File: src/hw/rtl/tpq_pkg.sv
package tpq_pkg;

  // default sizes
  localparam int unsigned QueueDepth   = 16;
  localparam int unsigned PriorityBits = 16;

  // width of the reported count and position fields
  localparam int unsigned CountW = 5;

  // operation codes carried on kind_i
  typedef enum logic [1:0] {
    OP_PUSH  = 2'd0,
    OP_POP   = 2'd1,
    OP_CLEAR = 2'd2,
    OP_NOP   = 2'd3
  } op_e;

  // what one cell shows its neighbors
  typedef struct packed {
    logic valid;
    logic tag;
    logic keep;
  } link_t;

endpackage

File: src/hw/rtl/tpq_cell.sv
module tpq_cell #(
  parameter int unsigned PRIORITY_BITS = tpq_pkg::PriorityBits
) (
  input  logic                     clk_i,
  input  logic                     rst_ni,
  input  tpq_pkg::op_e             op_i,
  input  logic [PRIORITY_BITS-1:0] new_prio_i,
  input  logic                     new_tag_i,
  input  tpq_pkg::link_t           left_i,
  input  logic [PRIORITY_BITS-1:0] left_prio_i,
  input  tpq_pkg::link_t           right_i,
  input  logic [PRIORITY_BITS-1:0] right_prio_i,
  output tpq_pkg::link_t           self_o,
  output logic [PRIORITY_BITS-1:0] prio_o
);
  import tpq_pkg::*;

  logic                     valid_q, valid_d;
  logic                     tag_q, tag_d;
  logic [PRIORITY_BITS-1:0] prio_q, prio_d;
  logic                     keep;

  // entry stays put on a push when it ranks at or above the new one
  assign keep = valid_q && ($signed(prio_q) >= $signed(new_prio_i));

  // next value: hold, take the new entry, or shift from a neighbor
  always_comb begin
    valid_d = valid_q;
    tag_d   = tag_q;
    prio_d  = prio_q;
    unique case (op_i)
      OP_PUSH: begin
        if (!keep) begin
          if (left_i.keep) begin
            valid_d = 1'b1;
            tag_d   = new_tag_i;
            prio_d  = new_prio_i;
          end else begin
            valid_d = left_i.valid;
            tag_d   = left_i.tag;
            prio_d  = left_prio_i;
          end
        end
      end
      OP_POP: begin
        valid_d = right_i.valid;
        tag_d   = right_i.tag;
        prio_d  = right_prio_i;
      end
      OP_CLEAR: begin
        valid_d = 1'b0;
        tag_d   = 1'b0;
      end
      default: ;
    endcase
  end

  // occupancy and tag
  always_ff @(posedge clk_i or negedge rst_ni) begin
    if (!rst_ni) begin
      valid_q <= 1'b0;
      tag_q   <= 1'b0;
    end else begin
      valid_q <= valid_d;
      tag_q   <= tag_d;
    end
  end

  // priority payload
  always_ff @(posedge clk_i) begin
    prio_q <= prio_d;
  end

  assign self_o = '{valid: valid_q, tag: tag_q, keep: keep};
  assign prio_o = prio_q;

endmodule

File: src/hw/rtl/tpq_status.sv
module tpq_status #(
  parameter int unsigned QUEUE_DEPTH   = tpq_pkg::QueueDepth,
  parameter int unsigned PRIORITY_BITS = tpq_pkg::PriorityBits,
  localparam int unsigned PosW         = $clog2(QUEUE_DEPTH + 1)
) (
  input  logic [QUEUE_DEPTH-1:0]       tag_vec_i,
  input  logic                         head_valid_i,
  input  logic [PRIORITY_BITS-1:0]     head_prio_i,
  input  logic [PosW-1:0]              count_i,
  output logic [PRIORITY_BITS-1:0]     head_priority_o,
  output logic                         is_empty_o,
  output logic [tpq_pkg::CountW-1:0]   entry_count_o,
  output logic [tpq_pkg::CountW-1:0]   tagged_position_o
);
  import tpq_pkg::*;

  logic [PosW-1:0]        tag_pos;
  logic [CountW+PosW-1:0] count_wide;
  logic [CountW+PosW-1:0] pos_wide;

  // first tagged cell from the head; empty cells never hold a tag
  always_comb begin
    tag_pos = '0;
    for (int i = QUEUE_DEPTH - 1; i >= 0; i--) begin
      if (tag_vec_i[i]) tag_pos = PosW'(i + 1);
    end
  end

  // head and fill reporting, counts masked to the field width
  assign head_priority_o   = head_valid_i ? head_prio_i : '0;
  assign is_empty_o        = (count_i == '0);
  assign count_wide        = {{CountW{1'b0}}, count_i};
  assign pos_wide          = {{CountW{1'b0}}, tag_pos};
  assign entry_count_o     = count_wide[CountW-1:0];
  assign tagged_position_o = pos_wide[CountW-1:0];

endmodule

File: src/hw/rtl/tagged_priority_queue_core.sv
// Sorted priority queue built as a chain of QUEUE_DEPTH cells, the head in cell 0.
// A command (push, pop head, clear) is taken whenever start is high; busy
// stays low, so one command can be issued every clock cycle. All cells update
// together at the accepting edge and the status beat follows in the next cycle
// on valid_o, read straight from the cell registers, at one command per cycle.
// The receiver cannot stall, so every status beat must be captured in the
// cycle it appears. Equal priorities keep arrival order, a push into a full
// queue is dropped and flagged, counts wrap to 5 bits.
module tagged_priority_queue_core #(
  parameter int unsigned QUEUE_DEPTH   = tpq_pkg::QueueDepth,
  parameter int unsigned PRIORITY_BITS = tpq_pkg::PriorityBits
) (
  input  logic                       clk_i,
  input  logic                       rst_ni,
  input  logic                       start,
  output logic                       busy,
  input  logic [1:0]                 kind_i,
  input  logic [PRIORITY_BITS-1:0]   priority_req_i,
  input  logic                       tagged_req_i,
  output logic                       valid_o,
  output logic [PRIORITY_BITS-1:0]   head_priority_o,
  output logic                       is_empty_o,
  output logic [tpq_pkg::CountW-1:0] entry_count_o,
  output logic [tpq_pkg::CountW-1:0] tagged_position_o,
  output logic                       dropped_o
);
  import tpq_pkg::*;

  localparam int unsigned PosW = $clog2(QUEUE_DEPTH + 1);

  op_e                      op_in;
  op_e                      cell_op;
  logic                     accept;
  logic                     full;
  logic [PosW-1:0]          count_q, count_d;
  logic                     valid_q;
  logic                     dropped_q;

  link_t                    self_lnk [QUEUE_DEPTH];
  link_t                    left_lnk [QUEUE_DEPTH];
  link_t                    right_lnk [QUEUE_DEPTH];
  logic [PRIORITY_BITS-1:0] prio_arr [QUEUE_DEPTH];
  logic [PRIORITY_BITS-1:0] left_prio [QUEUE_DEPTH];
  logic [PRIORITY_BITS-1:0] right_prio [QUEUE_DEPTH];
  logic [QUEUE_DEPTH-1:0]   valid_vec;
  logic [QUEUE_DEPTH-1:0]   tag_vec;

  // command decode; a push into a full queue leaves the cells alone
  assign busy    = 1'b0;
  assign accept  = start && !busy;
  assign op_in   = op_e'(kind_i);
  assign full    = (count_q == PosW'(QUEUE_DEPTH));
  assign cell_op = (!accept || (op_in == OP_PUSH && full)) ? OP_NOP : op_in;

  // fill counter
  always_comb begin
    count_d = count_q;
    unique case (cell_op)
      OP_PUSH:  count_d = count_q + PosW'(1);
      OP_POP:   if (count_q != '0) count_d = count_q - PosW'(1);
      OP_CLEAR: count_d = '0;
      default:  ;
    endcase
  end

  // control and status registers
  always_ff @(posedge clk_i or negedge rst_ni) begin
    if (!rst_ni) begin
      count_q   <= '0;
      valid_q   <= 1'b0;
      dropped_q <= 1'b0;
    end else begin
      count_q   <= count_d;
      valid_q   <= accept;
      dropped_q <= accept && (op_in == OP_PUSH) && full;
    end
  end

  // cell chain with neighbor links
  for (genvar i = 0; i < QUEUE_DEPTH; i++) begin : g_cell
    if (i == 0) begin : g_head
      assign left_lnk[i]  = '{valid: 1'b0, tag: 1'b0, keep: 1'b1};
      assign left_prio[i] = '0;
    end else begin : g_mid
      assign left_lnk[i]  = self_lnk[i-1];
      assign left_prio[i] = prio_arr[i-1];
    end
    if (i == QUEUE_DEPTH - 1) begin : g_tail
      assign right_lnk[i]  = '{valid: 1'b0, tag: 1'b0, keep: 1'b0};
      assign right_prio[i] = '0;
    end else begin : g_body
      assign right_lnk[i]  = self_lnk[i+1];
      assign right_prio[i] = prio_arr[i+1];
    end

    tpq_cell #(
      .PRIORITY_BITS(PRIORITY_BITS)
    ) u_cell (
      .clk_i       (clk_i),
      .rst_ni      (rst_ni),
      .op_i        (cell_op),
      .new_prio_i  (priority_req_i),
      .new_tag_i   (tagged_req_i),
      .left_i      (left_lnk[i]),
      .left_prio_i (left_prio[i]),
      .right_i     (right_lnk[i]),
      .right_prio_i(right_prio[i]),
      .self_o      (self_lnk[i]),
      .prio_o      (prio_arr[i])
    );

    assign valid_vec[i] = self_lnk[i].valid;
    assign tag_vec[i]   = self_lnk[i].tag;
  end

  // status beat
  tpq_status #(
    .QUEUE_DEPTH  (QUEUE_DEPTH),
    .PRIORITY_BITS(PRIORITY_BITS)
  ) u_status (
    .tag_vec_i        (tag_vec),
    .head_valid_i     (valid_vec[0]),
    .head_prio_i      (prio_arr[0]),
    .count_i          (count_q),
    .head_priority_o  (head_priority_o),
    .is_empty_o       (is_empty_o),
    .entry_count_o    (entry_count_o),
    .tagged_position_o(tagged_position_o)
  );

  assign valid_o   = valid_q;
  assign dropped_o = dropped_q;

  // fill counter tracks the occupied cells
  a_count_matches: assert property (@(posedge clk_i) disable iff (!rst_ni)
    $countones(valid_vec) == 32'(count_q))
    else $error("fill count differs from occupied cells");

  // occupied cells form a prefix from the head
  a_valid_prefix: assert property (@(posedge clk_i) disable iff (!rst_ni)
    ((valid_vec + QUEUE_DEPTH'(1)) & valid_vec) == '0)
    else $error("occupied cells are not contiguous from the head");

  // empty cells never carry a tag
  a_tag_only_valid: assert property (@(posedge clk_i) disable iff (!rst_ni)
    (tag_vec & ~valid_vec) == '0)
    else $error("tag set in an empty cell");

  // a dropped push leaves a full queue
  a_drop_full: assert property (@(posedge clk_i) disable iff (!rst_ni)
    valid_o && dropped_o |-> full)
    else $error("push dropped while queue not full");

  // every accepted command yields one status beat next cycle
  a_beat_follows: assert property (@(posedge clk_i) disable iff (!rst_ni)
    accept |=> valid_o)
    else $error("missing status beat");

endmodule
File: config.mk
export PLATFORM = sky130hd
export DESIGN_NAME = tagged_priority_queue_core
export DESIGN_NICKNAME = d
export VERILOG_FILES = /design/src/hw/rtl/tpq_pkg.sv /design/src/hw/rtl/tpq_cell.sv /design/src/hw/rtl/tpq_status.sv /design/src/hw/rtl/tagged_priority_queue_core.sv
export SDC_FILE = /design/constraint.sdc
export NUM_CORES = 1
export LEC_CHECK = 0
export BUFFER_PORTS_ARGS = -buffer_cell sky130_fd_sc_hd__buf_4
export CORE_MARGIN = 2
export CORE_UTILIZATION = 25
export DETAILED_ROUTE_END_ITERATION = 12
export GPL_TIMING_DRIVEN = 0
export PLACE_DENSITY = 0.5
export SETUP_SLACK_MARGIN = 0.1
export SYNTH_ARGS = -nofsm -noshare
export SYNTH_HDL_FRONTEND = slang
export SYNTH_SLANG_ARGS = --single-unit
File: constraint.sdc
create_clock -name clk_i -period 3.6 [get_ports clk_i]
set_input_delay 0 -clock clk_i [delete_from_list [all_inputs] [get_ports clk_i]]
set_output_delay 0 -clock clk_i [all_outputs]
set_load 0.02 [all_outputs]
Word-level counts from Yosys, hierarchy flattened
Index checks and enable logic that the tools add are counted.
{"block": "word_totals", "romBits": 0, "n_memories": 0, "latchBits": 0, "input_bits": 22, "regBits": 295, "ramBits": 0}
{"block": "op_classes", "mux": 161, "n_addsub": 2, "div": 0, "bitwise_logic": 0, "n_reduce_logical": 62, "n_lt_le_gt_ge": 16, "n_mul": 0, "n_shift": 0, "n_eq_ne": 20}
{"operator": "16-bit 2-to-1 mux", "count": 32}
{"operator": "16-bit one-hot mux with 2 select lines", "count": 16}
{"operator": "16-bit greater-or-equal comparator", "count": 16}
{"operator": "1-bit one-hot mux with 3 select lines", "count": 30}
{"operator": "5-bit 2-to-1 mux", "count": 17}
{"operator": "2-bit AND reduction", "count": 33}
{"operator": "1-bit 2-to-1 mux", "count": 62}
{"operator": "2-bit inequality test (second input constant)", "count": 17}
{"operator": "1-bit logical AND", "count": 19}
{"operator": "5-bit one-hot mux with 3 select lines", "count": 1}
{"operator": "5-bit by 1-bit adder with 5-bit output (second input constant)", "count": 1}
{"operator": "5-bit == test (second input constant)", "count": 1}
{"operator": "5-bit logical NOT", "count": 1}
{"operator": "5-bit nonzero test", "count": 1}
{"operator": "5-bit by 1-bit subtractor with 5-bit output (second input constant)", "count": 1}
{"operator": "2-bit logical NOT", "count": 2}
{"operator": "1-bit one-hot mux with 2 select lines", "count": 2}
{"operator": "2-bit nonzero test", "count": 2}
{"operator": "3-bit nonzero test", "count": 1}
{"operator": "2-bit by 1-bit == test with 1-bit output (second input constant)", "count": 1}
{"operator": "2-bit == test (second input constant)", "count": 1}
{"operator": "2-bit 2-to-1 mux", "count": 1}
{"operator": "2-bit OR reduction", "count": 1}
{"operator": "1-bit logical NOT", "count": 1}
{"operator": "1-bit logical OR", "count": 1}

Longest topological paths before layout
Gate-level depths: netlist of the first run.
{"block": "depth", "depth_word": 16, "ltp_mapped": 17, "mapped_depth_nobuf": 15}

Cells and area by module
Synthesis of the first run repeated with hierarchy kept, for this count alone.
{"block": "hier_totals", "cells_unflattened": 2671, "area_unflattened_um2": 24385.9}
{"module": "tpq_cell (g_cell[0].u_cell ...)", "seq_area_each_um2": 530.5, "cells_each": 161, "instances": 15, "area_each_um2": 1477.7}
{"module": "tpq_cell (g_cell[9].u_cell)", "seq_area_each_um2": 530.5, "cells_each": 151, "instances": 1, "area_each_um2": 1430.1}
{"module": "tagged_priority_queue_core", "seq_area_each_um2": 175.2, "cells_each": 50, "instances": 1, "area_each_um2": 471.7}
{"module": "tpq_status", "seq_area_each_um2": 0.0, "cells_each": 55, "instances": 1, "area_each_um2": 319.1}

Worst setup path after synthesis of the first run
No wires, ideal clock.
{"block": "synth_path", "path_kind": "register -> register", "startpoint": "register count_q[1]", "endpoint": "register g_cell[11].u_cell.prio_q[0], enable pin", "path_stages_with_launch": 12, "arrival_time_ns": 3.282, "setup_ns": 0.394, "period_less_slack_ns": 3.676, "n_path_buf": 4, "slack_ns": -0.076, "cell_sequence": "dfrtp_1 -> nor4_1 -> nand2_1 -> o21a_1 -> inv_1 -> ha_1 -> clkbuf_1 -> clkbuf_1 -> clkbuf_1 -> nor2_1 -> clkbuf_1 -> a21oi_1"}
{"block": "synth_between", "elab_chain_len": 7, "word_cells_on_any_way": 9}
{"item": "start, declared", "line_no": "tagged_priority_queue_core.sv:35", "source": "logic [PosW-1:0] count_q, count_d;"}
{"item": "start signal, assigned", "line_no": "tagged_priority_queue_core.sv:73", "source": "count_q <= count_d;"}
{"item": "5-bit == test (*)", "line_no": "tagged_priority_queue_core.sv:52", "source": "assign full = (count_q == PosW'(QUEUE_DEPTH));"}
{"item": "1-bit logical AND (*)", "line_no": "tagged_priority_queue_core.sv:53", "source": "assign cell_op = (!accept || (op_in == OP_PUSH && full)) ? OP_NOP : op_in;"}
{"item": "1-bit logical OR (*)", "line_no": "tagged_priority_queue_core.sv:53"}
{"item": "2-bit 2-to-1 mux (*)", "line_no": "tagged_priority_queue_core.sv:53"}
{"item": "2-bit logical NOT or 2-bit by 1-bit == test with 1-bit output (tied branches)", "line_no": "tpq_cell.sv:31", "source": "unique case (op_i)"}
{"item": "2-bit inequality test (no source line) or 2-bit nonzero test (tied branches)"}
{"item": "2-bit AND reduction (no source line) (*)"}
{"item": "end signal, assigned", "line_no": "tpq_cell.sv:71", "source": "prio_q <= prio_d;"}
{"item": "end, declared", "line_no": "tpq_cell.sv:20", "source": "logic [PRIORITY_BITS-1:0] prio_q, prio_d;"}
Every way passes the cells marked *; elsewhere a longest branch is shown, timed or not.
A chain may end at the register's enable or synchronous reset.

Final worst setup path of the first run
{"block": "layout_path", "startpoint": "register count_q[3]", "endpoint": "register g_cell[1].u_cell.tag_q"}
{"block": "layout_between", "elab_chain_len": 7, "word_cells_on_any_way": 11}
{"item": "5-bit == test (*)", "line_no": "tagged_priority_queue_core.sv:52"}
{"item": "1-bit logical AND (*)", "line_no": "tagged_priority_queue_core.sv:53"}
{"item": "1-bit logical OR (*)", "line_no": "tagged_priority_queue_core.sv:53"}
{"item": "2-bit 2-to-1 mux (*)", "line_no": "tagged_priority_queue_core.sv:53"}
{"item": "2-bit == test (tied with other cells)", "line_no": "tpq_cell.sv:31"}
{"item": "3-bit nonzero test (no source line) or 2-bit inequality test (tied branches)"}
{"item": "2-bit AND reduction (no source line)"}
{"item": "end signal, assigned", "line_no": "tpq_cell.sv:65", "source": "tag_q <= tag_d;"}
{"item": "end, declared", "line_no": "tpq_cell.sv:19", "source": "logic tag_q, tag_d;"}
Marks and branches as above.

==> impl_metrics.yaml, run 1 <==
layout:
  nets: 2619
  diodes: 0
  drive_gt1_frac: 0.102
  post-route-util: 0.295
  syn_to_final_growth_pct: 17.5
  design_area_sq_um: 25600
power:
  p_comb_frac: 0.386
  leakagePower_nw: 9.47
  pwr-share-seq: 0.366
  p_switching_w: 0.00597
  power.density_nw_per_um2: 591
  clkPwrFrac: 0.248
  vdd_drop_max_mv: 0.317
  p_sw_frac: 0.395
  internal_power_w: 0.00916
synth:
  avgSynthCellArea_sq_um: 9.88
  synth_cells: 2206
  yosys-top-cells-area: "edfxtp_1, ha_1, mux2i_1"
  yosysTopAreaCellShare: 0.353
  ys_seq_area_frac: 0.398
  async_flop_share: 0.132
  yosys.area.top_type: "edfxtp_1"
  yosys_warnings: 0
  synth_edf_count: 256
  ys_types: 75
  synthFlopType: "edfxtp_1"
  syn_area_sq_um: 21800
  yosysMostFrequentCell: "nand2_1"
  synthTopCellsByCount: "nand2_1, ha_1, edfxtp_1, mux2i_1, o21ai_0"
  syn-num-nets: 2492
  yosys_register_bits: 295
grt:
  antenna_found_initial: 2
  grt_overflow_total: 0
  track_usage: 0.187
  grt_pass1_wl_um: 125000
  grt_max_degree: 28
  grt_pass1_vias: 18382
route:
  via_per_inst: 5.28
  num_vias: 18566
  drt_iter0_drc: 1814
  first_pass_iters: 5
  drc: 0
  wirelength_um: 85300
  wl_per_cell_um: 24.2
  drtAntennaViolNets: 0
sta:
  worst_slack_ns: 0.0707
  slew_viol_final: 0
  final-hold-violation-count: 0
  setup_viol: 0
  holdWs_ns: 0.0510
  fmax_ghz: 0.283
  period_needed_ns: 3.53
  worst_pin_slew_ns: 1.39
  finalCritPeriodShare: 0.980
  fin_skew_ns: 0.0169
  rsz0062_at_grt: "yes"
  max-slew-margin-rel: 0.0728
  fin_tns_setup_ns: 0
flow_run:
  drv_cap: 0
placed_design:
  dp_hpwl_um: 62700
  port_buffers: 50
  pre_cts_ws_ns: -1.97
  globalplace.congestion: 0.885
  place_area_sq_um: 23800
floorplanning:
  fp.dieArea_sq_um: 89500
  start_util: 0.252
  dieWidth_um: 299
  die_h_um: 299
  core_sq_um: 86600
  row_count: 108
  ios: 52
setup_path:
  cp-start-kind: "flop"
  critical_path.max_fanout: 6
  worstPathArrival_ns: 3.95
  crit_type: "flop to flop"
  critical_path_required_ns: 4.02
  crit_path_end_kind: "flop"
worst_hold_path:
  hold_class: "input pin to flop"
cts:
  clk_latency_ns: 0.57
  htree_levels: 2
  clk_pin_slew_ns: 0.06
  clkSinkCount: 295
  cts_buffers: 38
  root_buffer: "clkbuf_16"
  cts.path.max_buffers: 3
  cts_tree: "built"
status:
  status: "complete, no violations"
==> placed cells by master, fill, tap and decap left out, types with 14 or more instances in the layout <==
cell and instances:
a21oi_1 135, a2bb2oi_1 14, and2_1 18, and3_1 20, buf_4 70, clkbuf_1 79, clkbuf_16 41, dfrtp_1 37
dlygate4sd3_1 20, edfxtp_1 256, ha_1 261, inv_1 56, mux2i_1 240, nand2_1 317, nand2b_1 17, nand3_1 26
nand4_1 47, nor2_1 75, nor2b_1 15, nor3_1 14, o211ai_1 14, o21a_1 15, o21ai_0 224, o21ai_1 66
==> per-stage QoR <==
step	cells	total power [W]
final	3516	0.0151
after global routing	3516	0.0159
after CTS	3516	0.0151
after detailed placement	3419	0.0112
after global placement	3411	0.0111
after floorplan	2206	0.00908
==> layout make-up <==
class	count	area, sq um
fillers	9013	61000
plain buffers	126	736
well taps	1155	1450
clock buffers	55	1070
clock inverters	13	86.3
inverters	65	273
repair buffers	87	863
flip-flops and latches	295	8670
multi-input cells	1720	12500
==> critical path: stages (launching register included) <==
cell       delay (ns)
dfrtp_1          0.46
nor4_2           0.06
nand2_1          0.11
nor2_1           0.04
or2_2            0.34
inv_1            0.13
ha_1             0.45
inv_2            0.29
or3_1            0.43
or4b_1           0.49
o2111ai_2        0.25
mux2i_1          0.25
o31ai_1          0.09
==> power groups by stage <==
stage / clock (W) / combinational [W] / sequential [W]
after detailed placement: 0 / 0.00561 / 0.00557
final: 0.00375 / 0.00584 / 0.00554
after global routing: 0.00391 / 0.00641 / 0.00560
after CTS: 0.00379 / 0.00576 / 0.00550
after global placement: 0 / 0.00548 / 0.00559
after floorplan: 0 / 0.00388 / 0.00520
==> layer usage <==
layer,vias up,track usage,part of all wire
met3,147,0.0299,0.064
met2,692,0.300,0.45
met5,-,0,0
li1,8586,-,-
met4,0,0.0749,0.045
met1,9141,0.251,0.44
==> logic make-up (layout without fill, tap and decap cells) <==
group                    count (synthesis)  count (layout)  synth area share
other                                    1               1          0.000172
adder cells (fa/ha/maj)                264             264             0.152
flip-flops                             295             295             0.398
XOR/XNOR                                 2               2          0.000804
buffers and inverters                  191             346            0.0419
AND/OR/NAND/NOR                        602             602             0.130
AO/OA/AOI/OAI                          599             599             0.161
multiplexers                           252             252             0.116
==> registers in the layout (all words and copies together) (netlist names) <==
name	cells
g_cell.u_cell.valid_q	16
count_q	5
g_cell.u_cell.tag_q	16
dropped_o	1
g_cell.u_cell.prio_o	256
valid_o	1
==> path summary, 6_finish.rpt <==
check	from	to	slack, ns	depth (start not counted)
worst max-delay path	count_q[3]$_DFFE_PN0P_	g_cell[1].u_cell.tag_q$_DFFE_PN0P_	0.07	12
worst min-delay path	tagged_req_i	g_cell[13].u_cell.tag_q$_DFFE_PN0P_	0.05	6
worst max register to register	count_q[3]$_DFFE_PN0P_	g_cell[1].u_cell.tag_q$_DFFE_PN0P_	0.07	12
worst min register to register	count_q[0]$_DFFE_PN0P_	count_q[0]$_DFFE_PN0P_	0.57	1
max in group asynchronous	rst_ni	count_q[0]$_DFFE_PN0P_	2.76	4
min in group asynchronous	rst_ni	g_cell[3].u_cell.tag_q$_DFFE_PN0P_	0.39	3
==> timing repair <==
item,4_1_cts,5_1_grt
setup buffers,8,0
endpoints found under the setup margin,543,276
hold buffers,21,0
resized for setup,59,24
hold endpoints to repair,101,0
pin swaps,6,0
cloned,0,0
No activity file was read; power rests on OpenSTA's default activity.
==> run 2, diff against run 1 <==
--- a/config.mk
+++ b/config.mk
@@ -11,6 +11,7 @@
 export DETAILED_ROUTE_END_ITERATION = 12
 export GPL_TIMING_DRIVEN = 0
 export PLACE_DENSITY = 0.5
+export REMOVE_ABC_BUFFERS = 1
 export SETUP_SLACK_MARGIN = 0.1
 export SYNTH_ARGS = -nofsm -noshare
 export SYNTH_HDL_FRONTEND = slang
==> impl_metrics.yaml, run 2 (same netlist as run 1, synthesis figures left out) <==
flow_run:
  drv_cap: 0
floorplanning:
  start_util: 0.252
  dieWidth_um: 299
  fp.dieArea_sq_um: 89500
  ios: 52
  die_h_um: 299
  core_sq_um: 86600
  row_count: 108
layout:
  syn_to_final_growth_pct: 19.7
  drive_gt1_frac: 0.102
  post-route-util: 0.301
  final_common_cell: "nand2_1"
  diodes: 0
  final_cell_mix: "nand2_1, ha_1, edfxtp_1"
  largest_register_ffs: 256
  design_area_sq_um: 26100
  nets: 2567
cts:
  cts.path.max_buffers: 3
  cts_tree: "built"
  clkSinkCount: 295
  clk_pin_slew_ns: 0.06
  cts_buffers: 37
  htree_levels: 2
  clk_latency_ns: 0.58
  root_buffer: "clkbuf_16"
route:
  via_per_inst: 5.18
  first_pass_iters: 6
  wirelength_um: 73500
  drt_iter0_drc: 1388
  drtAntennaViolNets: 0
  num_vias: 17957
  wl_per_cell_um: 21.2
  drc: 0
setup_path:
  r2r_start: "g_cell[6].u_cell.prio_o[15]$_DFFE_PP_"
  crit_path_end_kind: "flop"
  crit_path_start: "g_cell[6].u_cell.prio_o[15]$_DFFE_PP_"
  worstPathArrival_ns: 3.68
  critical_path_required_ns: 3.91
  crit_type: "flop to flop"
  critical_path.max_fanout: 13
  reg2regPathDepth: 7
  cp-start-kind: "flop"
sta:
  rsz0062_at_grt: "yes"
  fmax_ghz: 0.297
  setup_viol: 0
  max-slew-margin-rel: 0.242
  period_needed_ns: 3.37
  finalCritPeriodShare: 0.936
  worst_pin_slew_ns: 1.14
  slew_viol_final: 0
  fin_tns_setup_ns: 0
  worst_slack_ns: 0.230
  fin_skew_ns: 0.0288
  final-hold-violation-count: 0
power:
  vdd_drop_max_mv: 0.338
  leakagePower_nw: 9.65
  power.density_nw_per_um2: 583
worst_hold_path:
  worstHoldStart: "kind_i[1]"
  hold_path_depth: 5
  hold_class: "input pin to flop"
placed_design:
  pre_cts_ws_ns: -0.667
  port_buffers: 50
  dp_hpwl_um: 49600
  globalplace.congestion: 0.849
  place_area_sq_um: 23700
grt:
  grt_pass1_vias: 18331
  grt_overflow_total: 0
  grt_max_degree: 96
  track_usage: 0.157
  antenna_found_initial: 4
  grt_pass1_wl_um: 110000
status:
  status: "complete, no violations"
[run 2: cell types whose count changed in the layout (fill, tap and decap cells not counted), sizes merged]
cell	before	now
a21oi	148	149
buf	109	113
bufinv	1	3
clkbuf	139	53
clkinv	11	10
clkinvlp	7	0
dlygate4sd3	20	47
inv	59	67
[run 2: critical path, stage by stage, from the launching register on]
cell and delay [ns]:
edfxtp_1 0.43, ha_1 0.52, nand4_2 0.26, or4_1 0.64, a311oi_4 0.70, buf_16 0.23
mux2i_1 0.25, o21ai_1 0.09
[run 2: layout make-up]
type | instances | area [sq um]
sequential | 295 | 8660
multi-input combinational | 1721 | 12600
timing repair buffer | 161 | 1860
fill | 8911 | 60600
tap | 1155 | 1450
inverter | 65 | 244
clock inverter | 15 | 179
clock buffer | 52 | 1070
[run 2: per-stage QoR]
stage               hold WS, ns  total power [W]  instances
finish                    0.103           0.0152       3464
global route              0.119           0.0160       3464
CTS                      0.0913           0.0151       3452
detailed placement       0.0340           0.0109       3312
global placement         0.0224           0.0108       3285
floorplan                -0.296          0.00910       2080
[run 2: where the power goes]
group / switching (W) / internal, W
clock network: 0.00164 / 0.00232
logic: 0.00332 / 0.00247
registers: 0.000754 / 0.00469
total: 0.00572 / 0.00948
[run 2: what timing repair did]
action                     in CTS  in global routing
buffers inserted               25                 10
hold buffers                   48                  0
setup endpoints to repair     274                 82
pin swaps                       1                  4
cloned                          0                  2
hold endpoints to repair      129                  0
resized for setup              14                  9
[run 2: routing by layer]
layer  vias up  global-route usage  part of all wire
met5         -                   0           0.00031
met4         4              0.0739             0.045
met3       145              0.0168             0.042
met2       497               0.271              0.48
met1      8845               0.197              0.43
li1       8466                   -                 -
[run 2: final timing paths]
path	to	slack, ns
worst max-delay path	g_cell[7].u_cell.prio_o[10]$_DFFE_PP_	0.23
worst min-delay path	count_q[0]$_DFFE_PN0P_	0.10
worst max register to register	g_cell[7].u_cell.prio_o[10]$_DFFE_PP_	0.23
worst min register to register	count_q[0]$_DFFE_PN0P_	0.55
max in group asynchronous	g_cell[14].u_cell.tag_q$_DFFE_PN0P_	2.90
min in group asynchronous	g_cell[6].u_cell.valid_q$_DFFE_PN0P_	0.49
